<file path="src/design/bpr_pkg.sv">
// shared types, constants and codes of the bmp pixel row decoder
package bpr_pkg;

    // image limits
    localparam int MAX_WIDTH    = 4096;
    localparam int HEIGHT_LIMIT = 4096;

    // palette
    localparam int PAL_ENTRIES = 256;
    localparam int PAL_AW      = $clog2(PAL_ENTRIES);
    localparam int PAL_BITS    = 24;

    // queues
    localparam int JOBQ_DEPTH = 4;
    localparam int JQ_AW      = $clog2(JOBQ_DEPTH);
    localparam int OUTQ_DEPTH = 4;
    localparam int OQ_AW      = $clog2(OUTQ_DEPTH);

    // command codes
    localparam logic [1:0] CMD_PAL   = 2'd0;
    localparam logic [1:0] CMD_DATA  = 2'd1;
    localparam logic [1:0] CMD_START = 2'd2;

    // configuration register indexes
    localparam logic [1:0] CFG_WIDTH  = 2'd0;
    localparam logic [1:0] CFG_HEIGHT = 2'd1;
    localparam logic [1:0] CFG_DEPTH  = 2'd2;

    // indexed depth codes
    localparam logic [1:0] DC_1 = 2'd0;
    localparam logic [1:0] DC_2 = 2'd1;
    localparam logic [1:0] DC_4 = 2'd2;
    localparam logic [1:0] DC_8 = 2'd3;

    // one unit of work for the back end: a palette write, a byte's pixels or one direct 24-bit pixel
    typedef struct packed {
        logic        is_write;
        logic        direct;
        logic [1:0]  dcode;
        logic [7:0]  byte_val;
        logic [23:0] color;
        logic [11:0] col;
        logic [11:0] row;
        logic [3:0]  cnt;
    } t_job;

    typedef struct packed {
        logic [7:0]  red;
        logic [7:0]  green;
        logic [7:0]  blue;
        logic [11:0] col;
        logic [11:0] row;
        logic        last;
    } t_pix;

endpackage

</file>
<file path="src/design/bpr_jobq.sv">
// short job queue between front and back end
module bpr_jobq import bpr_pkg::*; (
    input  logic i_clk,
    input  logic i_rst_n,
    input  logic i_push,
    input  t_job i_job,
    output logic o_full,
    input  logic i_pop,
    output logic o_valid,
    output t_job o_job
);

    t_job             r_q [JOBQ_DEPTH];
    logic [JQ_AW-1:0] r_wp, r_rp;
    logic [JQ_AW:0]   r_cnt;

    assign o_full  = (r_cnt == (JQ_AW+1)'(JOBQ_DEPTH));
    assign o_valid = (r_cnt != '0);
    assign o_job   = r_q[r_rp];

    always_ff @(posedge i_clk) begin
        if (i_push) begin
            r_q[r_wp] <= i_job;
        end
    end

    always_ff @(posedge i_clk) begin
        if (!i_rst_n) begin
            r_wp  <= '0;
            r_rp  <= '0;
            r_cnt <= '0;
        end else begin
            if (i_push) r_wp <= r_wp + 1'b1;
            if (i_pop)  r_rp <= r_rp + 1'b1;
            r_cnt <= r_cnt + (JQ_AW+1)'(i_push) - (JQ_AW+1)'(i_pop);
        end
    end

    a_no_overflow: assert property (@(posedge i_clk) disable iff (!i_rst_n)
        i_push |-> !o_full || i_pop)
        else $error("job queue overflow");

endmodule

</file>
<file path="config.mk">
export PLATFORM = sky130hd
export DESIGN_NAME = bpr_jobq
export DESIGN_NICKNAME = d
export VERILOG_FILES = /design/src/design/bpr_pkg.sv /design/src/design/bpr_jobq.sv
export SDC_FILE = /design/constraint.sdc
export NUM_CORES = 1
export LEC_CHECK = 0
export BUFFER_PORTS_ARGS = -buffer_cell sky130_fd_sc_hd__buf_2
export CAP_MARGIN = 20
export CORE_ASPECT_RATIO = 1.2
export CORE_UTILIZATION = 51
export DETAILED_ROUTE_END_ITERATION = 10
export HOLD_SLACK_MARGIN = 0.08
export PLACE_DENSITY = 0.74
export SYNTH_ARGS = -nofsm -noshare
export SYNTH_HDL_FRONTEND = slang
export SYNTH_SLANG_ARGS = --single-unit
</file>
<file path="constraint.sdc">
create_clock -name i_clk -period 2.56 [get_ports i_clk]
set_input_delay 0.256 -clock i_clk [delete_from_list [all_inputs] [get_ports i_clk]]
set_output_delay 0.256 -clock i_clk [all_outputs]
set_load 0.05 [all_outputs]
</file>
# Yosys cells after proc, flatten, opt, wreduce, memory -nomap -nowiden
# Memory sizes are Yosys's and may differ from the RTL's. A register that Yosys moved wholly into a read port is not among the register bits.
# Cells that the tools add are included.
word_totals:
  latch_bits: 0
  regBits: 7
  output_inout_bits: 66
  ramBits: 256
  rom_bits: 0
  inputBits: 68
  memories: 1
op_classes:
  order_cmp: 0
  n_addsub: 4
  n_reduce_logical: 1
  shifts: 0
  n_eq_ne: 1
  mul: 0
  n_mux: 4
  div_mod_pow: 0
  n_bitwise: 0
mem_list:
  columns: ["name", "words", "word_bits", "rd", "rd_clocked_by_memory_dff", "wr", "line", "rtl"]
  rows:
  - ["r_q", 4, 64, 1, 1, 1, "bpr_jobq.sv:13", "t_job r_q [JOBQ_DEPTH];"]
ops:
  columns: ["operator", "n"]
  rows:
  - ["$add 2x1->2 const B", 2]
  - ["$mux 2", 2]
  - ["$add 3x1->3", 1]
  - ["$eq 3x3->1 const B", 1]
  - ["$reduce_bool 3->1", 1]
  - ["$sub 3x1->3", 1]
  - ["$mux 1", 2]

# Longest topological paths before layout
# Gate-level depths: netlist of run 1.
logic_depth:
  word_depth: 3
  mapped_depth: 7

# Worst setup path before layout of run 1
# OpenSTA, ideal clock, no wires.
synth_path:
  kind: "register to register"
  startpoint: "reg r_wp[0]"
  endpoint: "mem r_q[2][0] (netlist bit), enable pin"
  setup_slack_ps: 84
  n_path_buf: 0
  arrival_time_ps: 2048
  required_ps: 2131
  setup_time_ps: 429
  stages_incl_launch_ff: 4
  path_cell_list: "dfxtp_1 inv_1 ha_1 and2_1"
synth_rtl:
  columns: ["item", "line", "rtl"]
  rows:
  - ["from (decl)", "bpr_jobq.sv:14", "logic [JQ_AW-1:0] r_wp, r_rp;"]
  - ["from (signal assigned)", "bpr_jobq.sv:33", "if (i_push) r_wp <= r_wp + 1'b1;"]
  - ["to (decl)", "bpr_jobq.sv:13", null]
# No word-level cell before the write port.

==> results of run 1 <==
## flip-flops by register name, summed over array words and instances (netlist names), named ones only
name,count
r_cnt,3
r_q,256
r_rp,2
r_wp,2
## per-layer routing
metal,up-vias,GRT usage (%)
met5,-,0
met2,130,32.4
met3,27,3.55
met1,2356,23.4
met4,0,5.94
li1,2072,-
## layout make-up
cell class / count / area (µm²)
Antenna cell: 2 / 5.00
Clock buffer: 30 / 687
Clock inverter: 16 / 135
Fill cell: 1234 / 6540
Inverter: 7 / 26.3
Multi-Input combinational cell: 91 / 1700
Sequential cell: 265 / 7880
Tap cell: 256 / 320
Timing Repair Buffer: 211 / 1490
## critical path: cells and delay by family, from the launching register on
kind | cells | cell delay [ns]
buf+inv | 2 | 0.53
flops | 1 | 0.65
mux | 1 | 0.35
## logic make-up (layout without fill, tap and decap cells)
| group | Yosys count | count (layout) |
|---|---|---|
| other | 0 | 2 |
| flip-flops | 265 | 265 |
| AO/OA/AOI/OAI | 2 | 2 |
| buffers and inverters | 21 | 264 |
| adder cells (fa/ha/maj) | 7 | 7 |
| XOR/XNOR | 3 | 3 |
| multiplexers | 65 | 65 |
| AND/OR/NAND/NOR | 14 | 14 |
## path summary, 6_finish.rpt
kind / start / endpoint
setup / recovery: flip-flop / o_job[15]
hold / removal: i_push / r_wp[0]$_SDFFE_PN0P_
setup reg to reg: r_cnt[0]$_SDFF_PN0_ / r_cnt[2]$_SDFF_PN0_
hold reg to reg: r_rp[0]$_SDFFE_PN0P_ / flip-flop
## report_power, final
group          internal [mW]  switching (mW)  leakage (nW)
sequential              4.98          0.0706          2.43
clock                   2.12            1.49         0.396
combinational          0.518           0.983          1.39
## what timing repair did
action / CTS / global route
buffers inserted: 0 / 0
hold buffers: 66 / 0
hold endpoints to repair: 263 / 0
endpoints found under the setup margin: 0 / 0
## Yosys cell counts
cell	number	area share [%]
edfxtp_1	256	79
mux4_2	60	14
dfxtp_1	9	1.8
inv_1	7	0.27
and2_1	6	0.38
buf_12	6	1.2
buf_2	6	0.31
ha_1	6	0.77
nor2_1	5	0.19
mux4_1	4	1.1
xnor2_1	2	0.18
a21bo_2	1	0.10
a21oi_1	1	0.051
and3_1	1	0.064
buf_6	1	0.12
clkbuf_2	1	0.051
fa_1	1	0.21
mux2i_1	1	0.10
nand3b_1	1	0.077
or3_1	1	0.064
xor3_1	1	0.24
## stage by stage
stage / total power [mW] / utilization (%) / instances / cell area (µm²) / worst slack [ns]
6_report: 10.2 / 65.2 / 878 / 12200 / 0.233
5_1_grt: 10.5 / 65.2 / 878 / 12200 / 0.157
4_1_cts: 10.3 / 65.1 / 876 / 12200 / 0.169
3_5_place_dp: 6.58 / 57.3 / 764 / 10800 / 0.725
3_3_place_gp: 6.54 / 57.3 / 764 / 10800 / 0.740
2_1_floorplan: 6.22 / - / 377 / 9750 / 0.0836
## layout by cell type (no fill, tap or decap), drive strengths merged, types with 2 or more instances in the layout
master and n:
bufinv 2, edfxtp 256, and2 6, nor2 5, ha 6, inv 7, mux4 64, dlygate4sd3 66
xnor2 2, clkbuf 30, buf 145, diode 2, clkinvlp 3, dfxtp 9, clkinv 11
==> impl_metrics.json, run 1 <==
{
  "timing.setup.tns_ns": 0,
  "cts_max_level": 1,
  "path_cells": "buf_12 -> mux4_2 -> buf_2",
  "min_period_ns": 2.33,
  "io_buffers": 133,
  "io_pins": 134,
  "slowest_delay_ns": 0.65,
  "wl_per_cell_um": 19.8,
  "grt_overflow_total": 0,
  "cap_violations": 0,
  "synthAdderAreaFrac_pct": 0.975,
  "fp.dieH_um": 153,
  "status": "finished, final reports clean",
  "cts_tree": "yes",
  "cts_resized": 0,
  "worst_pin_slew_ns": 0.521,
  "report.final.slew_viol_count": 0,
  "synth-simple-area-share_pct": 0.782,
  "avgSynthCellArea_um2": 25.9,
  "synthToLayoutAreaGrowth_pct": 25.5,
  "nNetsFinal": 677,
  "r2r_slack_ns": 0.78,
  "syn-num-nets": 452,
  "ir_drop_v": 0.000622,
  "rows": 55,
  "pwr_density_cell_nw_per_um2": 830,
  "wl_met2_um": 9150,
  "ys_ff_latch": 265,
  "worstPathRequired_ns": 2.30,
  "synthXorXnorAreaFrac_pct": 0.423,
  "setup_viol": 0,
  "route.vias.total": 4585,
  "drive_above_1_share_pct": 40.3,
  "path_class": "reg -> out",
  "clkTransAtPathRegs_ns": 0.06,
  "yosysSeqAreaShare_pct": 80.7,
  "min_path_cells": 3,
  "dp_hpwl_um": 10200,
  "grt_usage_pct": 18.5,
  "worstSkewPairLatency_ns": 0.51,
  "ys_warn_count": 0,
  "finalWeightedCongestion": 0.682,
  "clock_skew_ns": 0.00453,
  "grt_start_max_net_pins": 43,
  "cp.arrival_ns": 2.07,
  "syn_area_um2": 9750,
  "rsz0062_at_grt": "false",
  "die_w_um": 128,
  "drt-initial-drc-count": 264,
  "critPathCaptureType": "primary output",
  "grt_pass1_vias": 5098,
  "cts_made_buffers": 26,
  "root_buffer": "clkbuf_16",
  "worst_hold_slack_ns": 0.128,
  "viasPerCell": 5.22,
  "grt_pass1_wl_um": 27300,
  "fp.dieArea_um2": 19700,
  "timing.fmax_ghz": 0.430,
  "first_pass_iters": 6,
  "cts_buffer_depth": 3,
  "synth_top_family_by_area": "multiplexers",
  "fin_crit_sh_pct": 90.9,
  "hold_viol": 0,
  "min_path_type": "in -> reg",
  "r2r_cells": 7,
  "core_um2": 18800,
  "cp_slowest_cell": "dfxtp_4",
  "syn-instance-count": 377,
  "p_leak_nw": 4.22,
  "wl_met1_um": 7080,
  "wirelength_um": 17400,
  "drc": 0,
  "start_kind": "flip-flop",
  "cp_max_fo": 35,
  "ant_nets": 0,
  "start_util_pct": 51.9,
  "grt_antenna_before_repair": 2,
  "slew_headroom_pct": 65.2,
  "met3_length_um": 850,
  "top_layer": "met4",
  "synth_cell_type_count": 21,
  "muxShareOfSynthArea_pct": 15.0,
  "synth_compound_area_share_pct": 0.154,
  "cts.sinks": 265
}
Power figures use the tool's default switching activity.
==> inputs of run 2 (changes only) <==
--- a/config.mk
+++ b/config.mk
@@ -5,7 +5,7 @@
 export SDC_FILE = /design/constraint.sdc
 export NUM_CORES = 1
 export LEC_CHECK = 0
-export BUFFER_PORTS_ARGS = -buffer_cell sky130_fd_sc_hd__buf_2
+export BUFFER_PORTS_ARGS = -buffer_cell sky130_fd_sc_hd__buf_4
 export CAP_MARGIN = 20
 export CORE_ASPECT_RATIO = 1.2
 export CORE_UTILIZATION = 51
==> impl_metrics.json, run 2 (synthesis results as in run 1) <==
{
  "cp.arrival_ns": 2.07,
  "worstPathRequired_ns": 2.30,
  "wirelength_um": 17400,
  "cpLargestDelayFamily": "multiplexers",
  "root_buffer": "clkbuf_16",
  "largest_reg_flops": 256,
  "start_util_pct": 51.9,
  "min_period_ns": 2.33,
  "drc": 0,
  "dp_hpwl_um": 10100,
  "rsz0062_at_grt": "false",
  "finalWeightedCongestion": 0.683,
  "worst_pin_slew_ns": 0.501,
  "worst_hold_slack_ns": 0.473,
  "clkTransAtPathRegs_ns": 0.06,
  "path_cells": "buf_6 -> mux4_1 -> buf_4",
  "report.final.slew_viol_count": 0,
  "dp_slack_ns": 0.639,
  "ant_nets": 0,
  "grt_overflow_total": 0,
  "grt_usage_pct": 18.4,
  "grt_pass1_vias": 5076,
  "route.vias.total": 4550,
  "min_path_cells": 2,
  "io_buffers": 133,
  "clock_skew_ns": 0.0105,
  "layout_commonest_cell": "edfxtp_1",
  "final_cell_mix": "edfxtp_1 (256), buf_4 (139), dlygate4sd3_1 (67), mux4_2 (60), clkbuf_16 (27)",
  "cp_slowest_cell": "mux4_1",
  "critPathCaptureType": "primary output",
  "start_kind": "flip-flop",
  "fp.dieH_um": 153,
  "slew_headroom_pct": 66.6,
  "final_area_um2": 12600,
  "min_path_type": "in -> reg",
  "cts_max_level": 1,
  "cts_buffer_depth": 3,
  "fin_crit_sh_pct": 90.8,
  "n_fill_cell": 1203,
  "cts_tree": "yes",
  "cp_max_fo": 25,
  "path_class": "reg -> out",
  "viasPerCell": 5.18,
  "cts.sinks": 265,
  "drive_above_1_share_pct": 39.7,
  "grt_pass1_wl_um": 27100,
  "status": "finished, final reports clean",
  "die_w_um": 128,
  "top_register": "r_q",
  "setup_ws_ns": 0.235,
  "nNetsFinal": 678,
  "worstSkewPairLatency_ns": 0.51,
  "first_pass_iters": 4,
  "timing.fmax_ghz": 0.430,
  "place_area_um2": 11100,
  "grt_antenna_before_repair": 1,
  "r2r_cells": 7,
  "synthToLayoutAreaGrowth_pct": 28.8,
  "cts_setup_buffers": 0,
  "core_um2": 18800,
  "cp.depth": 3,
  "cp.buffers_inverters": 2,
  "cap_violations": 0,
  "hold_viol": 0,
  "timing.setup.tns_ns": 0,
  "slowest_delay_ns": 0.64,
  "io_pins": 134,
  "drt-initial-drc-count": 263,
  "p_leak_nw": 4.34,
  "cts_made_buffers": 26,
  "ir_drop_v": 0.000594,
  "pwr_density_cell_nw_per_um2": 818,
  "fp.dieArea_um2": 19700,
  "grt_start_max_net_pins": 65,
  "rows": 55,
  "top_regs": "r_q x256, r_cnt x3",
  "wl_per_cell_um": 19.8,
  "setup_viol": 0,
  "total_power_mw": 10.3
}
run 2: final cells by class:
class,count,area [µm²],area share (%)
sequential,265,7880,62.7
inverter,7,26.3,0.209
clock inverter,16,120,0.956
timing repair buffer,212,1830,14.5
clock buffer,31,691,5.50
multi-input combinational,91,1700,13.6
antenna,1,2.50,0.0199
tap,256,320,2.55
run 2: final timing paths:
path | start | to | slack [ns]
hold / removal | i_job[36] | r_q[2][36]$_DFFE_PP_ | 0.47
setup reg to reg | r_cnt[0]$_SDFF_PN0_ | r_cnt[2]$_SDFF_PN0_ | 0.81
hold reg to reg | r_rp[0]$_SDFFE_PN0P_ | flip-flop | 0.53
setup / recovery | flip-flop | o_job[61] | 0.23
run 2: per-layer routing:
layer  vias up  part of all wire (%)  GRT usage [%]
met5         -                     0              0
met2       127                    52           32.0
met4         0                   1.5           4.48
li1       2058                     -              -
met3        25                   5.1           3.72
met1      2340                    41           23.7
run 2: where the power goes:
| group | switching (mW) | internal [mW] |
|---|---|---|
| sequential | 0.0560 | 4.98 |
| combinational | 1.00 | 0.636 |
| clock | 1.48 | 2.11 |
run 2: through the flow:
step | cells | util, %
floorplan | 377 | -
detailed placement | 764 | 59.0
global placement | 764 | 59.0
CTS | 878 | 66.8
finish | 879 | 66.9
global route | 879 | 66.9
run 2: timing repair:
| action | CTS | global route |
|---|---|---|
| endpoints found under the setup margin | 0 | 1 |
| gates resized for setup | 0 | 1 |
| hold endpoints to repair | 265 | 0 |
| hold buffers | 67 | 0 |
