[src/design/bpr_pkg.sv]
// shared types, constants and codes of the bmp pixel row decoder
package bpr_pkg;

    // image limits
    localparam int MAX_WIDTH    = 4096;
    localparam int HEIGHT_LIMIT = 4096;

    // palette
    localparam int PAL_ENTRIES = 256;
    localparam int PAL_AW      = $clog2(PAL_ENTRIES);
    localparam int PAL_BITS    = 24;

    // queues
    localparam int JOBQ_DEPTH = 4;
    localparam int JQ_AW      = $clog2(JOBQ_DEPTH);
    localparam int OUTQ_DEPTH = 4;
    localparam int OQ_AW      = $clog2(OUTQ_DEPTH);

    // command codes
    localparam logic [1:0] CMD_PAL   = 2'd0;
    localparam logic [1:0] CMD_DATA  = 2'd1;
    localparam logic [1:0] CMD_START = 2'd2;

    // configuration register indexes
    localparam logic [1:0] CFG_WIDTH  = 2'd0;
    localparam logic [1:0] CFG_HEIGHT = 2'd1;
    localparam logic [1:0] CFG_DEPTH  = 2'd2;

    // indexed depth codes
    localparam logic [1:0] DC_1 = 2'd0;
    localparam logic [1:0] DC_2 = 2'd1;
    localparam logic [1:0] DC_4 = 2'd2;
    localparam logic [1:0] DC_8 = 2'd3;

    // one unit of work for the back end: a palette write, a byte's pixels or one direct 24-bit pixel
    typedef struct packed {
        logic        is_write;
        logic        direct;
        logic [1:0]  dcode;
        logic [7:0]  byte_val;
        logic [23:0] color;
        logic [11:0] col;
        logic [11:0] row;
        logic [3:0]  cnt;
    } t_job;

    typedef struct packed {
        logic [7:0]  red;
        logic [7:0]  green;
        logic [7:0]  blue;
        logic [11:0] col;
        logic [11:0] row;
        logic        last;
    } t_pix;

endpackage

[src/design/bpr_front.sv]
// front end: configuration registers, command decode and row/column tracking
module bpr_front import bpr_pkg::*; (
    input  logic        i_clk,
    input  logic        i_rst_n,
    input  logic        i_cfg_wr,
    input  logic [1:0]  i_cfg_index,
    input  logic [12:0] i_cfg_data,
    input  logic        i_accept,
    input  logic [1:0]  i_cmd,
    input  logic [7:0]  i_data_byte,
    input  logic [7:0]  i_palette_index,
    input  logic [23:0] i_palette_value,
    output logic        o_job_valid,
    output t_job        o_job
);

    logic [12:0] r_width, r_height;
    logic [4:0]  r_bpp;
    logic [12:0] r_col, n_col;
    logic [12:0] r_row, n_row;
    logic [1:0]  r_rbp, n_rbp;
    logic [1:0]  r_cph, n_cph;
    logic [15:0] r_part, n_part;
    logic        r_done, n_done;

    logic [12:0] weff, heff, rem;
    logic        supported, is24;
    logic [1:0]  dcode;
    logic [3:0]  ppb, nsub;
    logic [12:0] row_pos;

    // effective geometry
    always_comb begin
        if (r_width == 13'd0)                weff = 13'd1;
        else if (r_width > 13'(MAX_WIDTH))   weff = 13'(MAX_WIDTH);
        else                                 weff = r_width;
        if (r_height == 13'd0)               heff = 13'd1;
        else if (r_height > 13'(HEIGHT_LIMIT)) heff = 13'(HEIGHT_LIMIT);
        else                                 heff = r_height;
    end

    always_comb begin
        supported = 1'b1;
        is24      = 1'b0;
        dcode     = DC_8;
        ppb       = 4'd1;
        unique case (r_bpp)
            5'd1:    begin dcode = DC_1; ppb = 4'd8; end
            5'd2:    begin dcode = DC_2; ppb = 4'd4; end
            5'd4:    begin dcode = DC_4; ppb = 4'd2; end
            5'd8:    begin dcode = DC_8; ppb = 4'd1; end
            5'd24:   is24 = 1'b1;
            default: supported = 1'b0;
        endcase
    end

    assign rem     = weff - r_col;
    assign nsub    = (rem < {9'd0, ppb}) ? rem[3:0] : ppb;
    assign row_pos = heff - 13'd1 - r_row;

    always_comb begin
        n_col       = r_col;
        n_row       = r_row;
        n_rbp       = r_rbp;
        n_cph       = r_cph;
        n_part      = r_part;
        n_done      = r_done;
        o_job_valid = 1'b0;
        o_job       = '0;
        o_job.col   = r_col[11:0];
        o_job.row   = row_pos[11:0];
        o_job.dcode = dcode;
        o_job.byte_val = i_data_byte;
        if (i_accept) begin
            unique case (i_cmd)
                CMD_PAL: begin
                    o_job_valid     = 1'b1;
                    o_job.is_write  = 1'b1;
                    o_job.byte_val  = i_palette_index;
                    o_job.color     = i_palette_value;
                end
                CMD_START: begin
                    n_col  = '0;
                    n_row  = '0;
                    n_rbp  = '0;
                    n_cph  = '0;
                    n_part = '0;
                    n_done = 1'b0;
                end
                CMD_DATA: begin
                    if (!r_done) begin
                        if (r_row >= heff) begin
                            n_done = 1'b1;
                        end else if (supported) begin
                            if (r_col < weff) begin
                                if (is24) begin
                                    if (r_cph == 2'd0) begin
                                        n_part = {8'd0, i_data_byte};
                                        n_cph  = 2'd1;
                                    end else if (r_cph == 2'd1) begin
                                        n_part = {i_data_byte, r_part[7:0]};
                                        n_cph  = 2'd2;
                                    end else begin
                                        o_job_valid  = 1'b1;
                                        o_job.direct = 1'b1;
                                        o_job.color  = {i_data_byte, r_part};
                                        o_job.cnt    = 4'd1;
                                        n_col        = r_col + 13'd1;
                                        n_cph        = 2'd0;
                                    end
                                end else begin
                                    o_job_valid = 1'b1;
                                    o_job.cnt   = nsub;
                                    n_col       = r_col + {9'd0, nsub};
                                end
                            end
                            n_rbp = r_rbp + 2'd1;
                            // row ends once the columns are filled and the row's byte count is a multiple of four
                            if (n_col >= weff && n_rbp == 2'd0) begin
                                n_col  = '0;
                                n_cph  = '0;
                                n_part = '0;
                                n_row  = r_row + 13'd1;
                                if (r_row + 13'd1 >= heff) begin
                                    n_done = 1'b1;
                                end
                            end
                        end
                    end
                end
                default: ;
            endcase
        end
    end

    always_ff @(posedge i_clk) begin
        if (!i_rst_n) begin
            r_width  <= 13'd1;
            r_height <= 13'd1;
            r_bpp    <= 5'd24;
            r_col    <= '0;
            r_row    <= '0;
            r_rbp    <= '0;
            r_cph    <= '0;
            r_part   <= '0;
            r_done   <= 1'b1;
        end else begin
            if (i_cfg_wr) begin
                unique case (i_cfg_index)
                    CFG_WIDTH:  r_width  <= i_cfg_data;
                    CFG_HEIGHT: r_height <= i_cfg_data;
                    CFG_DEPTH:  r_bpp    <= i_cfg_data[4:0];
                    default: ;
                endcase
            end
            r_col  <= n_col;
            r_row  <= n_row;
            r_rbp  <= n_rbp;
            r_cph  <= n_cph;
            r_part <= n_part;
            r_done <= n_done;
        end
    end

    a_job_cnt: assert property (@(posedge i_clk) disable iff (!i_rst_n)
        o_job_valid && !o_job.is_write |-> o_job.cnt != 4'd0 && o_job.cnt <= 4'd8)
        else $error("pixel job with bad pixel count");

endmodule

[config.mk]
export PLATFORM = sky130hd
export DESIGN_NAME = bpr_front
export DESIGN_NICKNAME = d
export VERILOG_FILES = /design/src/design/bpr_pkg.sv /design/src/design/bpr_front.sv
export SDC_FILE = /design/constraint.sdc
export NUM_CORES = 1
export LEC_CHECK = 0
export ABC_CLOCK_PERIOD_IN_PS = 8100
export BUFFER_PORTS_ARGS = -buffer_cell sky130_fd_sc_hd__buf_2
export CAP_MARGIN = 30
export CORE_MARGIN = 4
export CORE_UTILIZATION = 25
export CTS_CLUSTER_SIZE = 20
export DETAILED_ROUTE_END_ITERATION = 6
export PLACE_DENSITY_LB_ADDON = 0.08
export SYNTH_ARGS = -nofsm -noshare
export SYNTH_HDL_FRONTEND = slang
export SYNTH_SLANG_ARGS = --single-unit
[constraint.sdc]
create_clock -name i_clk -period 8.1 [get_ports i_clk]
set_input_delay 1.62 -clock i_clk [delete_from_list [all_inputs] [get_ports i_clk]]
set_output_delay 1.62 -clock i_clk [all_outputs]
set_load 0.05 [all_outputs]
# Yosys cells after proc, flatten, opt, wreduce, memory -nomap -nowiden
# Index checks and enable logic that the tools add are counted.
[op_classes]
n_addsub = 7
n_lt_le_gt_ge = 7
eq_ne = 18
n_mux = 92
n_reduce_logical = 18
[op_table]
columns = ["cell", "n"]
rows = [
  ["$mux W13", 21],
  ["$mux W24", 7],
  ["$mux W16", 8],
  ["$pmux W13 S2", 2],
  ["$pmux W24 S2", 1],
  ["$ge A13 B13 Y1", 3],
  ["$mux W32", 1],
  ["$mux W4", 8],
  ["$pmux W16 S2", 1],
  ["$add A13 B1 Y13 const B", 2],
  ["$gt A13 B13 Y1 const B", 2],
  ["$logic_not A13 Y1", 2],
  ["$mux W1", 24],
  ["$mux W2", 12],
  ["$reduce_and A8 Y1", 2],
  ["$add A13 B4 Y13", 1],
  ["$lt A13 B13 Y1", 1],
  ["$lt A13 B4 Y1", 1],
  ["$sub A13 B13 Y13", 1],
  ["$pmux W4 S3", 1],
  ["$sub A12 B1 Y12 const B", 1],
  ["$sub A12 B12 Y12", 1],
  ["$ne A3 B3 Y1 const B", 3],
  ["$logic_not A2 Y1", 4],
  ["21 further kinds", 32],
]
[word_totals]
ff_bits = 78
inputBits = 61
word_cells = 152

# Logic depth before layout (Yosys ltp)
[depth]
ltp_word = 21
depth_mapped = 36
mapped_depth_nobuf = 33

# Least setup slack after synthesis
# Ideal clock, no wire load.
[synth_timing]
path_kind = "register to register"
startpoint = "reg r_width[4]"
endpoint = "reg r_part[10]"
setup_time_ns = 0.060
t_arrival_ns = 6.915
required_ns = 8.040
path_slack_ns = 1.125
stages_incl_launch_ff = 32
n_path_buf = 2
period_less_slack_ns = 6.975
path_cell_list = "dfxtp_1 -> nor4_1 -> a31oi_1 -> or2_2 -> ha_1 -> fa_1 -> nand2b_1 -> a21oi_2 -> a311oi_1 -> mux2_1 -> or4_1 -> or2_1 -> buf_6 -> mux2_4 -> ha_1 -> a21o_1 -> a21oi_1 -> nor2_1 -> a31oi_1 -> a2111oi_1 -> nand3_1 -> xnor2_1 -> ha_1 -> a21o_1 -> a21o_1 -> a21oi_1 -> nand2b_1 -> and3_1 -> clkbuf_1 -> nand2_1 -> nor2_1 -> a22o_1"
[synth_between]
elab_chain_len = 21
word_cells_on_any_way = 27
cone_classes = "2 x add/sub; 4 x order compare; 3 x eq/ne; 15 x mux; 3 x reduce/logical"
[synth_rtl]
columns = ["element", "line_no", "text"]
rows = [
  ["from (decl)", "bpr_front.sv:17", "logic [12:0] r_width, r_height;"],
  ["from (signal assigned)", "bpr_front.sv:150", "CFG_WIDTH: r_width <= i_cfg_data;"],
  ["$gt A13 B13 Y1", "bpr_front.sv:35", "else if (r_width > 13'(MAX_WIDTH)) weff = 13'(MAX_WIDTH);"],
  ["$mux W13", "bpr_front.sv:35", ""],
  ["$mux W13 *", "bpr_front.sv:34", "if (r_width == 13'd0) weff = 13'd1;"],
  ["$sub A13 B13 Y13", "bpr_front.sv:57", "assign rem = weff - r_col;"],
  ["$lt A13 B4 Y1", "bpr_front.sv:58", "assign nsub = (rem < {9'd0, ppb}) ? rem[3:0] : ppb;"],
  ["$mux W4", "bpr_front.sv:58", ""],
  ["$add A13 B4 Y13", "bpr_front.sv:114", "n_col = r_col + {9'd0, nsub};"],
  ["$mux W13", "bpr_front.sv:96", "if (is24) begin"],
  ["(+5 left out)", "-", ""],
  ["$mux W13", "bpr_front.sv:74", "if (i_accept) begin"],
  ["$ge A13 B13 Y1", "bpr_front.sv:119", "if (n_col >= weff && n_rbp == 2'd0) begin"],
  ["$logic_and A1 B1 Y1", "bpr_front.sv:119", ""],
  ["$mux W16", "bpr_front.sv:119", ""],
  ["$mux W16", "bpr_front.sv:94", "end else if (supported) begin"],
  ["$mux W16", "bpr_front.sv:92", "if (r_row >= heff) begin"],
  ["$mux W16", "bpr_front.sv:91", "if (!r_done) begin"],
  ["$pmux W16 S2", "bpr_front.sv:75", "unique case (i_cmd)"],
  ["to (signal assigned)", "bpr_front.sv:160", "r_part <= n_part;"],
  ["to (decl)", "bpr_front.sv:23", "logic [15:0] r_part, n_part;"],
]
# Every way passes the cells marked *; elsewhere a longest branch is shown, timed or not. The select of a mux whose other input is x is not followed.
# A chain may end at the register's enable or synchronous reset.

# Worst setup path after layout
[layout_timing]
startpoint = "reg r_width[4]"
endpoint = "reg r_col[6]"
[layout_between]
elab_chain_len = 21
word_cells_on_any_way = 23
cone_classes = "2 x add/sub; 4 x order compare; 15 x mux; 2 x reduce/logical"
[layout_rtl]
columns = ["element", "line_no", "text"]
rows = [
  ["$gt A13 B13 Y1", "bpr_front.sv:35", ""],
  ["$mux W13", "bpr_front.sv:35", ""],
  ["$mux W13 *", "bpr_front.sv:34", ""],
  ["$sub A13 B13 Y13", "bpr_front.sv:57", ""],
  ["$lt A13 B4 Y1", "bpr_front.sv:58", ""],
  ["$mux W4", "bpr_front.sv:58", ""],
  ["$add A13 B4 Y13", "bpr_front.sv:114", ""],
  ["$mux W13", "bpr_front.sv:96", ""],
  ["(+5 left out)", "-", ""],
  ["$mux W13", "bpr_front.sv:74", ""],
  ["$ge A13 B13 Y1", "bpr_front.sv:119", ""],
  ["$logic_and A1 B1 Y1", "bpr_front.sv:119", ""],
  ["$mux W13 *", "bpr_front.sv:119", ""],
  ["$mux W13 *", "bpr_front.sv:94", ""],
  ["$mux W13 *", "bpr_front.sv:92", ""],
  ["$mux W13 *", "bpr_front.sv:91", ""],
  ["$pmux W13 S2 *", "bpr_front.sv:75", ""],
  ["to (signal assigned)", "bpr_front.sv:156", "r_col <= n_col;"],
  ["to (decl)", "bpr_front.sv:19", "logic [12:0] r_col, n_col;"],
]
# Marked as above.

==> results.yml <==
yosys:
  avgSynthCellArea_sq_um: 7.944
  ys_ff_latch: 78
  synth_top_flop_cell: "dfxtp_1"
  yosysWarningCount: 0
  yosysUniqueCellTypes: 75
  ys_async_sr_fraction_pct: 0
  synth_cells: 842
  synth_seq_area_share_pct: 23.34
  synth_fp_nets: 982
  synth_edf_count: 0
  synthesis.area_sq_um: 6689
final_layout:
  nets: 1082
  final_cell_mix: "buf_2 (125), nand2_1 (108), dfxtp_1 (78), ha_1 (76), inv_1 (67)"
  antenna_cells: 0
  area_delta_synth_final_pct: 18.50
  layout-drive-gt1-share_pct: 19.43
  finalInstanceArea_sq_um: 7926
  final_common_cell: "buf_2"
routing:
  drtPass1Iterations: 5
  m1WireLength_um: 11790
  wl_per_cell_um: 17.84
  vias: 6290
  drc: 0
  via_per_inst: 4.906
  finalWirelength_um: 22870
  highest_layer: "met4"
  first_iter_violations: 305
  ant_nets: 0
  dr_wl_met2_um: 9825
  route.met3.wl_um: 1115
sta:
  hold_violations: 0
  fmaxAchievable_ghz: 0.1329
  setup_violations: 0
  period_minus_slack_ps: 7524
  rsz0062_at_grt: "false"
  post-route-period-util_pct: 92.89
  finClkSkew_ps: 11.76
  slew_violations: 0
  tightest_slew_ps: 1180
  timing.slew.headroom_pct: 20.59
  setup_tns_ps: 0
floorplan:
  rows: 59
  fp.dieW_um: 171.6
  initial_utilization_pct: 25.52
  chipHeight_um: 171.6
  io_pins: 126
  dieArea_sq_um: 29440
  core_sq_um: 26210
clocking:
  cts_resized: 0
  root_buffer: "clkbuf_16"
  holdBufCountCts: 0
  cts_buffers: 9
  htree_levels: 3
  cts_buffer_depth: 2
  clk_pin_slew_ps: 60
  cts.sinks: 78
  cts_tree: "yes"
  clock_latency_ps: 340
  postCtsSetupRepairBufs: 0
power_and_ir_drop:
  irDropWorstVdd_uv: 82.19
  p_leak_nw: 3.586
  pwr_density_cell_nw_per_um2: 145.6
status:
  status: "complete, no violations"
global_routing:
  track_usage_pct: 15.05
  overflow: 0
  grt_pass1_vias: 6118
  antenna_found_initial: 0
  grt_max_degree: 55
  grt_first_pass_wirelength_um: 34770
worst_setup_path:
  startpoint: "r_width[4]"
  critPathKind: "flip-flop to flip-flop"
  crit_top_cell: "ha_1"
  start_kind: "flip-flop"
  cp_max_fo: 5
  r2r_start: "r_width[4]"
  cp.arrival_ps: 7790
  crit_required_ps: 8370
  slowest_stage: "or4_1"
  cp_slowest_stage_delay_ps: 530
  endpoint_kind: "flip-flop"
placement:
  hpwl_um: 18390
  portBuffers: 125
  gp_congestion: 0.7884
  placed_area_sq_um: 7572
worst_hold_path:
  hp-class: "flip-flop to flip-flop"
  min-delay-start: "r_part[2]"
job:
  drv_cap: 0
area by class of cell:
type | count | area [sq um]
Clock inverter | 5 | 58.81
Clock buffer | 11 | 242.7
Sequential cell | 78 | 1562
Fill cell | 2868 | 18280
Multi-Input combinational cell | 653 | 4707
Inverter | 67 | 251.5
Tap cell | 335 | 419.2
Timing Repair Buffer | 133 | 685.7
critical path: cells and delay by family (launching register included):
kind,cells,cell delay [ps]
simple gates,11,3110
compound gates,12,2180
fa+ha+maj,5,1420
mux,1,340
flops,1,320
xor+xnor,1,100
final timing paths:
kind	depth (start not counted)	to	slack, ps
setup / recovery	30	r_col[6]	580
hold / removal	1	r_part[2]	480
setup reg to reg	30	r_col[6]	580
hold reg to reg	1	r_part[2]	480
state kept, by name, summed over array words and instances, names as in the netlist:
register and flops:
r_cph 2, r_height 13, r_part 16, r_col 13
r_rbp 2, r_width 13, r_done 1, r_row 13
r_bpp 5
logic make-up after synthesis:
family / count (synthesis) / synth area share [%]
multiplexers: 19 / 3.105
buffers and inverters: 111 / 7.071
AND/OR/NAND/NOR: 278 / 20.74
flip-flops: 78 / 23.34
AO/OA/AOI/OAI: 236 / 25.25
adder cells (fa/ha/maj): 79 / 15.11
XOR/XNOR: 41 / 5.368
cell usage after synthesis (all sizes together) (8+ instances only):
cell type | count | area share, %
mux2i | 8 | 1.2
a22o | 40 | 5.2
clkbuf | 30 | 1.7
or3 | 9 | 0.84
inv | 67 | 3.8
nand2 | 108 | 6.1
nor3 | 17 | 1.4
a31oi | 10 | 0.94
a21oi | 38 | 3.0
nand3 | 25 | 1.9
nand4 | 8 | 0.75
a21o | 13 | 1.5
nor2 | 44 | 2.5
xnor2 | 35 | 4.6
o21ai | 35 | 2.6
dfxtp | 78 | 23
buf | 14 | 1.6
nor2b | 11 | 1.1
ha | 76 | 14
a21boi | 31 | 3.5
nand2b | 11 | 1.0
nor4 | 8 | 0.75
mux2 | 11 | 1.9
o211ai | 9 | 1.1
stage by stage:
step | hold WS, ps | power [W] | setup slack [ps] | instances | utilization [%]
2_1_floorplan | 441.3 | 0.0006425 | 1125 | 842 | -
6_report | 479.5 | 0.001154 | 576.1 | 1282 | 30.25
3_3_place_gp | 462.9 | 0.0007392 | 334.6 | 1266 | 28.89
4_1_cts | 485.2 | 0.001169 | 91.47 | 1282 | 30.05
5_1_grt | 505.5 | 0.001212 | 57.07 | 1282 | 30.25
3_5_place_dp | 469.9 | 0.0007372 | 185.4 | 1266 | 28.89
routing by layer:
layer | vias up | global-route usage (%)
met5 | - | 0
met4 | 0 | 3.135
met3 | 9 | 2.390
met2 | 151 | 23.64
met1 | 2922 | 21.81
li1 | 3208 | -
power by group:
part | switching [W] | leakage, nW | internal (W)
Clock | 0.000176 | 0.142 | 0.000248
Sequential | 0.00000730 | 0.631 | 0.000391
Combinational | 0.000220 | 2.81 | 0.000111
Note: power is estimated with default switching activity, not from simulation.
